==> src/rtl/swtt_pkg.sv <==
// Shared types and constants for the software timer table.
// Used by swtt_mem, swtt_ctrl and software_timer_table; depends on nothing.
`timescale 1ns / 1ps
`default_nettype none

package swtt_pkg;

  localparam int ID_W            = 16;
  localparam int CNT_W           = 16;
  localparam int WORD_W          = ID_W + CNT_W;
  localparam int TIMER_SLOTS_DEF = 16;
  localparam int MAX_RESULTS     = 16;
  localparam int RES_CNT_W       = $clog2(MAX_RESULTS + 1);

  typedef enum logic [1:0] {
    OP_TICK    = 2'd0,
    OP_SET     = 2'd1,
    OP_RESTART = 2'd2,
    OP_FREE    = 2'd3
  } op_t;

  typedef enum logic [1:0] {
    ST_DONE      = 2'd0,
    ST_NO_FREE   = 2'd1,
    ST_NOT_FOUND = 2'd2
  } status_t;

  typedef struct packed {
    status_t           status;
    logic              expired_valid;
    logic [ID_W-1:0]   expired_id;
    logic              last;
  } res_t;

endpackage

`default_nettype wire

==> src/rtl/swtt_mem.sv <==
// Slot memory: one word per slot holding the timer ID and its tick count.
// Synchronous write, registered read; uses swtt_pkg for the word width.
`timescale 1ns / 1ps
`default_nettype none

module swtt_mem
  import swtt_pkg::*;
#(
  parameter int DEPTH = TIMER_SLOTS_DEF,
  parameter int AW    = 4
) (
  input  wire logic              clk,
  input  wire logic              we,
  input  wire logic [AW-1:0]     waddr,
  input  wire logic [WORD_W-1:0] wdata,
  input  wire logic              re,
  input  wire logic [AW-1:0]     raddr,
  output logic      [WORD_W-1:0] rdata
);

  logic [WORD_W-1:0] mem [DEPTH];

  always_ff @(posedge clk) begin
    if (we) begin
      mem[waddr] <= wdata;
    end
  end

  always_ff @(posedge clk) begin
    if (re) begin
      rdata <= mem[raddr];
    end
  end

endmodule

`default_nettype wire

==> src/rtl/swtt_ctrl.sv <==
// Scan sequencer: walks the slot memory once per request, one slot a cycle
// except on stalls; makes the results. Uses swtt_pkg types; drives swtt_mem.
`timescale 1ns / 1ps
`default_nettype none

module swtt_ctrl
  import swtt_pkg::*;
#(
  parameter int TIMER_SLOTS = TIMER_SLOTS_DEF,
  parameter int AW          = 4
) (
  input  wire logic              clk,
  input  wire logic              rst,
  input  wire logic              in_valid,
  output logic                   in_ready,
  input  wire op_t               in_op,
  input  wire logic [ID_W-1:0]   in_id,
  input  wire logic [CNT_W-1:0]  in_cnt,
  input  wire logic              out_free,
  output logic                   push,
  output res_t                   res,
  output logic                   we,
  output logic      [AW-1:0]     waddr,
  output logic      [WORD_W-1:0] wdata,
  output logic                   re,
  output logic      [AW-1:0]     raddr,
  input  wire logic [WORD_W-1:0] rdata
);

  typedef enum logic [3:0] {
    S_CLEAR = 4'b0001,
    S_IDLE  = 4'b0010,
    S_SCAN  = 4'b0100,
    S_DONE  = 4'b1000
  } state_t;

  state_t               state;
  logic [AW-1:0]        addr;
  op_t                  op;
  logic [ID_W-1:0]      id;
  logic [CNT_W-1:0]     cnt;
  logic                 done;
  logic                 have_free;
  logic [AW-1:0]        free_slot;
  logic                 pend_valid;
  logic [ID_W-1:0]      pend_id;
  logic [RES_CNT_W-1:0] n;

  logic [ID_W-1:0]  slot_id;
  logic [CNT_W-1:0] slot_cnt;
  logic [CNT_W-1:0] dec_cnt;
  logic             expire;
  logic             stall;
  logic             last_slot;

  assign in_ready = (state == S_IDLE);

  always_comb begin
    slot_id   = rdata[WORD_W-1:CNT_W];
    slot_cnt  = rdata[CNT_W-1:0];
    dec_cnt   = (slot_cnt != '0) ? slot_cnt - CNT_W'(1) : slot_cnt;
    expire    = (op == OP_TICK) && (slot_id != '0) && (dec_cnt == '0) &&
                (n < RES_CNT_W'(MAX_RESULTS));
    // A second expiry must push the held one out first.
    stall     = expire && pend_valid && !out_free;
    last_slot = (addr == AW'(TIMER_SLOTS - 1));
  end

  always_comb begin
    we    = 1'b0;
    waddr = addr;
    wdata = '0;
    re    = 1'b0;
    raddr = addr + AW'(1);
    push  = 1'b0;
    res   = '{status: ST_DONE, expired_valid: 1'b0, expired_id: '0, last: 1'b1};
    case (state)
      S_CLEAR: begin
        we = 1'b1;
      end
      S_IDLE: begin
        re    = in_valid;
        raddr = '0;
      end
      S_SCAN: begin
        if (!stall) begin
          re = !last_slot;
          case (op)
            OP_TICK: begin
              if (slot_id != '0) begin
                we    = 1'b1;
                wdata = expire ? {{ID_W{1'b0}}, dec_cnt} : {slot_id, dec_cnt};
              end
              if (expire && pend_valid) begin
                push = 1'b1;
                res  = '{status: ST_DONE, expired_valid: 1'b1,
                         expired_id: pend_id, last: 1'b0};
              end
            end
            OP_SET: begin
              if (!done && slot_id == '0) begin
                we    = 1'b1;
                wdata = {id, cnt};
              end
            end
            OP_RESTART: begin
              if (!done && slot_id == id) begin
                we    = 1'b1;
                wdata = {slot_id, cnt};
              end
            end
            OP_FREE: begin
              if (slot_id == id) begin
                we    = 1'b1;
                wdata = {{ID_W{1'b0}}, slot_cnt};
              end
            end
            default: begin
            end
          endcase
        end
      end
      S_DONE: begin
        if (out_free) begin
          push = 1'b1;
          case (op)
            OP_TICK: begin
              if (pend_valid) begin
                res = '{status: ST_DONE, expired_valid: 1'b1,
                        expired_id: pend_id, last: 1'b1};
              end
            end
            OP_SET: begin
              res.status = done ? ST_DONE : ST_NO_FREE;
            end
            OP_RESTART: begin
              res.status = (done || have_free) ? ST_DONE : ST_NO_FREE;
              // No match: the highest free slot seen takes the timer.
              if (!done && have_free) begin
                we    = 1'b1;
                waddr = free_slot;
                wdata = {id, cnt};
              end
            end
            OP_FREE: begin
              res.status = done ? ST_DONE : ST_NOT_FOUND;
            end
            default: begin
            end
          endcase
        end
      end
      default: begin
      end
    endcase
  end

  always_ff @(posedge clk) begin
    if (rst) begin
      state      <= S_CLEAR;
      addr       <= '0;
      done       <= 1'b0;
      have_free  <= 1'b0;
      pend_valid <= 1'b0;
      n          <= '0;
    end else begin
      case (state)
        S_CLEAR: begin
          if (last_slot) begin
            state <= S_IDLE;
            addr  <= '0;
          end else begin
            addr <= addr + AW'(1);
          end
        end
        S_IDLE: begin
          if (in_valid) begin
            op         <= in_op;
            id         <= in_id;
            cnt        <= in_cnt;
            addr       <= '0;
            done       <= 1'b0;
            have_free  <= 1'b0;
            pend_valid <= 1'b0;
            n          <= '0;
            state      <= S_SCAN;
          end
        end
        S_SCAN: begin
          if (!stall) begin
            case (op)
              OP_TICK: begin
                if (expire) begin
                  pend_valid <= 1'b1;
                  pend_id    <= slot_id;
                  n          <= n + RES_CNT_W'(1);
                end
              end
              OP_SET: begin
                if (slot_id == '0) begin
                  done <= 1'b1;
                end
              end
              OP_RESTART: begin
                if (!done) begin
                  if (slot_id == '0) begin
                    have_free <= 1'b1;
                    free_slot <= addr;
                  end
                  if (slot_id == id) begin
                    done <= 1'b1;
                  end
                end
              end
              OP_FREE: begin
                if (slot_id == id) begin
                  done <= 1'b1;
                end
              end
              default: begin
              end
            endcase
            if (last_slot) begin
              state <= S_DONE;
            end else begin
              addr <= addr + AW'(1);
            end
          end
        end
        S_DONE: begin
          if (out_free) begin
            state <= S_IDLE;
          end
        end
        default: begin
          state <= S_IDLE;
        end
      endcase
    end
  end

endmodule

`default_nettype wire

==> src/rtl/software_timer_table.sv <==
// Top level of the software timer table: stream ports, output register,
// and the scan sequencer with its slot memory. Uses swtt_pkg, swtt_ctrl, swtt_mem.
//
//   Port group | Dir | Carries
//   s_*        | in  | request: tuser = operation, tdata = id, tick_count
//   m_*        | out | result: tdata = status, expired_id; tuser, tlast
//
// Every request scans all slots, one per cycle, a pace set by the single read
// port of the slot memory. A tick pauses its scan for as long as an expiry
// meets a full output register, and every request holds its last cycle until
// that register is free.
// After reset the memory is swept clear; s_tready is low then.
// A new request is taken while the last result still waits in the output register.
`timescale 1ns / 1ps
`default_nettype none

module software_timer_table
  import swtt_pkg::*;
#(
  parameter int TIMER_SLOTS = TIMER_SLOTS_DEF
) (
  input  wire logic        clk,
  input  wire logic        rst,
  input  wire logic        s_tvalid,
  output logic             s_tready,
  input  wire logic [31:0] s_tdata,   // [15:0] id, [31:16] tick_count
  input  wire logic [1:0]  s_tuser,   // [1:0] operation
  output logic             m_tvalid,
  input  wire logic        m_tready,
  output logic      [23:0] m_tdata,   // [1:0] status, [17:2] expired_id, rest zero
  output logic             m_tuser,   // [0] expired_valid
  output logic             m_tlast
);

  localparam int AW = (TIMER_SLOTS > 1) ? $clog2(TIMER_SLOTS) : 1;

  logic              out_free;
  logic              push;
  res_t              res;
  res_t              out_res;
  logic              we;
  logic [AW-1:0]     waddr;
  logic [WORD_W-1:0] wdata;
  logic              re;
  logic [AW-1:0]     raddr;
  logic [WORD_W-1:0] rdata;

  assign out_free = !m_tvalid || m_tready;

  swtt_ctrl #(
    .TIMER_SLOTS (TIMER_SLOTS),
    .AW          (AW)
  ) u_ctrl (
    .clk      (clk),
    .rst      (rst),
    .in_valid (s_tvalid),
    .in_ready (s_tready),
    .in_op    (op_t'(s_tuser)),
    .in_id    (s_tdata[15:0]),
    .in_cnt   (s_tdata[31:16]),
    .out_free (out_free),
    .push     (push),
    .res      (res),
    .we       (we),
    .waddr    (waddr),
    .wdata    (wdata),
    .re       (re),
    .raddr    (raddr),
    .rdata    (rdata)
  );

  swtt_mem #(
    .DEPTH (TIMER_SLOTS),
    .AW    (AW)
  ) u_mem (
    .clk   (clk),
    .we    (we),
    .waddr (waddr),
    .wdata (wdata),
    .re    (re),
    .raddr (raddr),
    .rdata (rdata)
  );

  always_ff @(posedge clk) begin
    if (rst) begin
      m_tvalid <= 1'b0;
    end else if (push) begin
      m_tvalid <= 1'b1;
    end else if (m_tready) begin
      m_tvalid <= 1'b0;
    end
  end

  always_ff @(posedge clk) begin
    if (push) begin
      out_res <= res;
    end
  end

  assign m_tdata = {6'd0, out_res.expired_id, out_res.status};
  assign m_tuser = out_res.expired_valid;
  assign m_tlast = out_res.last;

endmodule

`default_nettype wire
==> config.mk <==
export PLATFORM = sky130hd
export DESIGN_NAME = software_timer_table
export DESIGN_NICKNAME = d
export VERILOG_FILES = /design/src/rtl/swtt_pkg.sv /design/src/rtl/swtt_mem.sv /design/src/rtl/swtt_ctrl.sv /design/src/rtl/software_timer_table.sv
export SDC_FILE = /design/constraint.sdc
export NUM_CORES = 1
export LEC_CHECK = 0
export BUFFER_PORTS_ARGS = -buffer_cell sky130_fd_sc_hd__buf_2
export CORE_UTILIZATION = 30
export DETAILED_ROUTE_END_ITERATION = 16
export PLACE_DENSITY_LB_ADDON = 0.15
export SYNTH_ARGS = -nofsm -noshare
export SYNTH_HDL_FRONTEND = slang
export SYNTH_SLANG_ARGS = --single-unit
==> constraint.sdc <==
create_clock -name clk -period 6.54 [get_ports clk]
set_input_delay 0.981 -clock clk [delete_from_list [all_inputs] [get_ports clk]]
set_output_delay 0.981 -clock clk [all_outputs]
set_load 0.005 [all_outputs]
==> summary.txt <==
Placement
  • Setup WS pre-CTS: 1.99 ns
  • Port Buffers: 59
  • Post-DP HPWL: 42,500 um
  • RD Place Congestion: 0.802
  • Inst Count DP: 3,019

Timing
  • Max_slew headroom: 0.222
  • Final WS setup: 2.06 ns
  • WHS: 0.478 ns
  • RSZ-0062 raised after global routing: false
  • Fin. Hold Viols: 0
  • Max-slew violations: 0
  • Clock skew: 0.0393 ns
  • Fin crit share: 0.685
  • Fmax: 0.223 GHz
  • Tmin final: 4.48 ns
  • Total Neg Setup Slack: 0 ns
  • Slew @ Worst Pin: 1.16 ns
  • Finish-stage setup viols: 0

Setup path
  • Delay-heaviest family, CP: compound AO/OA/AOI/OAI gates
  • Critical path class: flip-flop to flip-flop
  • Reg2Reg Setup Slack: 2.06 ns
  • Crit path depth: 8
  • CP Cell Sequence: or4_1 -> o41a_1 -> o211ai_1 -> nor4_4 -> a41o_1 -> buf_4 -> a21oi_2 -> a22o_1
  • Critical path's largest stage delay: 0.77 ns
  • Crit path capture: u_mem.mem[11][17]$_DFFE_PP_
  • CP Capture Type: flip-flop
  • CP startpoint: u_mem.rdata[24]$_DFFE_PP_
  • Worst flop-to-flop path startpoint: u_mem.rdata[24]$_DFFE_PP_
  • Required time of the critical path: 6.82 ns
  • WP data arrival: 4.76 ns
  • CP Buf/Inv Count: 1
  • R2R Path End: u_mem.mem[11][17]$_DFFE_PP_
  • Worst-path maximum fanout: 19
  • Worst Setup Start Kind: flip-flop
  • Worst path slowest cell: a21oi_2
  • Reg2reg path depth: 8

CTS
  • Post-CTS Setup Bufs: 0
  • CTS tree: yes
  • CTS buffer count: 72
  • Latest clock arrival within the worst-skew pair: 0.62 ns
  • Clk sinks: 635
  • Post_cts resized: 0
  • H-tree Lvls: 3
  • CTS root buffer: clkbuf_16
  • Clock Pin Slew Worst Setup and Hold Paths: 0.06 ns
  • Cts hold-fix bufs: 0
  • Bufs on Longest Clock Path: 3

Global routing
  • Gr ovfl total: 0
  • GRT Total Usage: 0.168
  • Vias in the first global route: 16,000
  • Largest net degree at the start of global routing: 185
  • First-pass GRT wire length: 110,000 um
  • Antenna violations before repair: 3

Power
  • Pint: 7530 uW
  • PwrDens: 344 nW/um^2
  • Combinational share of power: 0.168
  • Peak VDD IR: 0.183 mV
  • Switching pwr: 2920 uW
  • Pleak: 0.00993 uW
  • Sw Ratio: 0.279
  • Seq pwr share: 0.462
  • Clk pwr share: 0.371

Final layout
  • Commonest non-fill, non-tap cells in the layout: edfxtp_1, nand2_1, nor2_1
  • Fin cells: 3,147
  • Commonest non-fill, non-tap cell in the layout: edfxtp_1
  • Number of diodes: 0
  • Layout net count: 1,979
  • Area grow syn2layout: 15.1%
  • Share of cells above drive strength 1: 0.145

Synthesis
  • Area leader, netlist: edfxtp_1
  • Synth Instances: 1,892
  • Synthesized flop and latch total: 635
  • Avg Inst Size Synth: 14.0 um^2
  • Synth cell types: 75
  • Synth top area cells: edfxtp_1, mux4_2, nand2_1
  • Number of synthesized flops with an enable pin: 618
  • Post-Syn Area: 26,400 um^2
  • Ys flop type: edfxtp_1
  • Asr flop ratio synth: 0
  • Area share of the largest cell type after synthesis: 0.703
  • Register area share after synthesis: 0.716
  • Synth warn: 0

Route
  • Drt pass-1 iters: 5
  • Vias post-DR: 16,000
  • # DRC: 0
  • DRT Wirelength: 74,900 um
  • Wirelength per Cell: 23.8 um
  • Initial DRC count: 1,428
  • ANT nets after route: 0
  • Vias/cell: 5.08

Job
  • Max-cap violations: 0

Floorplan
  • Starting density of the core: 0.303
  • Die X: 299 um
  • Die area: 89,200 um^2
  • # rows: 108
  • Core outline area: 87,000 um^2
  • IO Count: 66
  • Die height: 299 um

Min path
  • Hold WC Path Type: flip-flop to flip-flop

Outcome
  • Status: complete, no violations
synth_stat cells (13+ instances only):
cell type and count:
edfxtp_1 618, nand2_1 181, nor2_1 170, clkbuf_1 110, a21oi_1 91, o21ai_0 88
and2_1 83, nand2b_1 72, a211oi_1 68, a31oi_1 67, o311ai_0 64, mux4_2 32
xnor2_1 18, dfxtp_1 17, a22o_1 16, nor3_1 13
power by group through the flow:
stage               Clock (uW)  Combinational [uW]  Sequential, uW
floorplan                    0                1140            4870
global placement             0                1790            4900
detailed placement           0                1780            4910
CTS                       3980                1790            4820
global route              4140                1920            4840
finish                    3870                1750            4820
how the worst min path moves through the flow:
stage                                    from                        endpoint  slack [ns]  depth (start not counted)
2_1_floorplan     u_ctrl.addr[2]$_SDFFE_PP0P_   u_ctrl.free_slot[2]$_DFFE_PP_        0.41                          0
3_3_place_gp   u_ctrl.pend_valid$_SDFFE_PP0P_  u_ctrl.pend_valid$_SDFFE_PP0P_        0.47                          2
3_5_place_dp   u_ctrl.pend_valid$_SDFFE_PP0P_  u_ctrl.pend_valid$_SDFFE_PP0P_        0.47                          2
4_1_cts        u_ctrl.pend_valid$_SDFFE_PP0P_  u_ctrl.pend_valid$_SDFFE_PP0P_        0.48                          2
5_1_grt        u_ctrl.pend_valid$_SDFFE_PP0P_  u_ctrl.pend_valid$_SDFFE_PP0P_        0.51                          2
6_report       u_ctrl.pend_valid$_SDFFE_PP0P_  u_ctrl.pend_valid$_SDFFE_PP0P_        0.48                          2
layout make-up:
| type | instances | area [um^2] |
|---|---|---|
| flip-flops and latches | 635 | 18900 |
| multi-input cells | 1109 | 7070 |
| repair buffers | 109 | 683 |
| well taps | 1155 | 1450 |
| clock inverters | 36 | 318 |
| clock buffers | 92 | 1940 |
| inverters | 11 | 41.3 |
| fillers | 8378 | 56600 |
tightest hold or removal path, delay by kind of cell (launching register included):
kind	cells	cell delay, ns
flops	1	0.32
simple gates	1	0.06
compound gates	1	0.05
sequential cells by signal, indices dropped and copies added (netlist names), 2 cells and up:
register          flops
u_ctrl.state          4
u_mem.mem           512
u_ctrl.n              5
u_ctrl.pend_id       16
u_mem.rdata          32
u_ctrl.id            16
u_ctrl.cnt           16
u_ctrl.op             2
u_ctrl.addr           4
u_ctrl.free_slot      4
m_tdata              18
metal layers:
layer / global-route usage / share of wire / up-vias
met4: 0.0556 / 0.026 / 0
met5: 0 / 0 / -
met3: 0.0219 / 0.042 / 92
met1: 0.233 / 0.46 / 8153
li1: - / - / 7352
met2: 0.272 / 0.48 / 375
cell families after synthesis:
logic type / count (synthesis) / synth area share
flops: 635 / 0.716
simple gates: 600 / 0.111
compound gates: 446 / 0.113
buf+inv: 153 / 0.0236
mux: 34 / 0.0281
xor+xnor: 20 / 0.00663
fa+ha+maj: 3 / 0.00142
other cells: 1 / 0.000142
per-stage QoR:
stage | cell area [um^2] | util | power (uW)
final | 30400 | 0.349 | 10400
after global routing | 30400 | 0.349 | 10900
after CTS | 30400 | 0.349 | 10600
after floorplan | 26400 | - | 6000
after detailed placement | 28100 | 0.323 | 6690
after global placement | 28100 | 0.323 | 6690
Note: power is estimated with default switching activity, not from simulation.
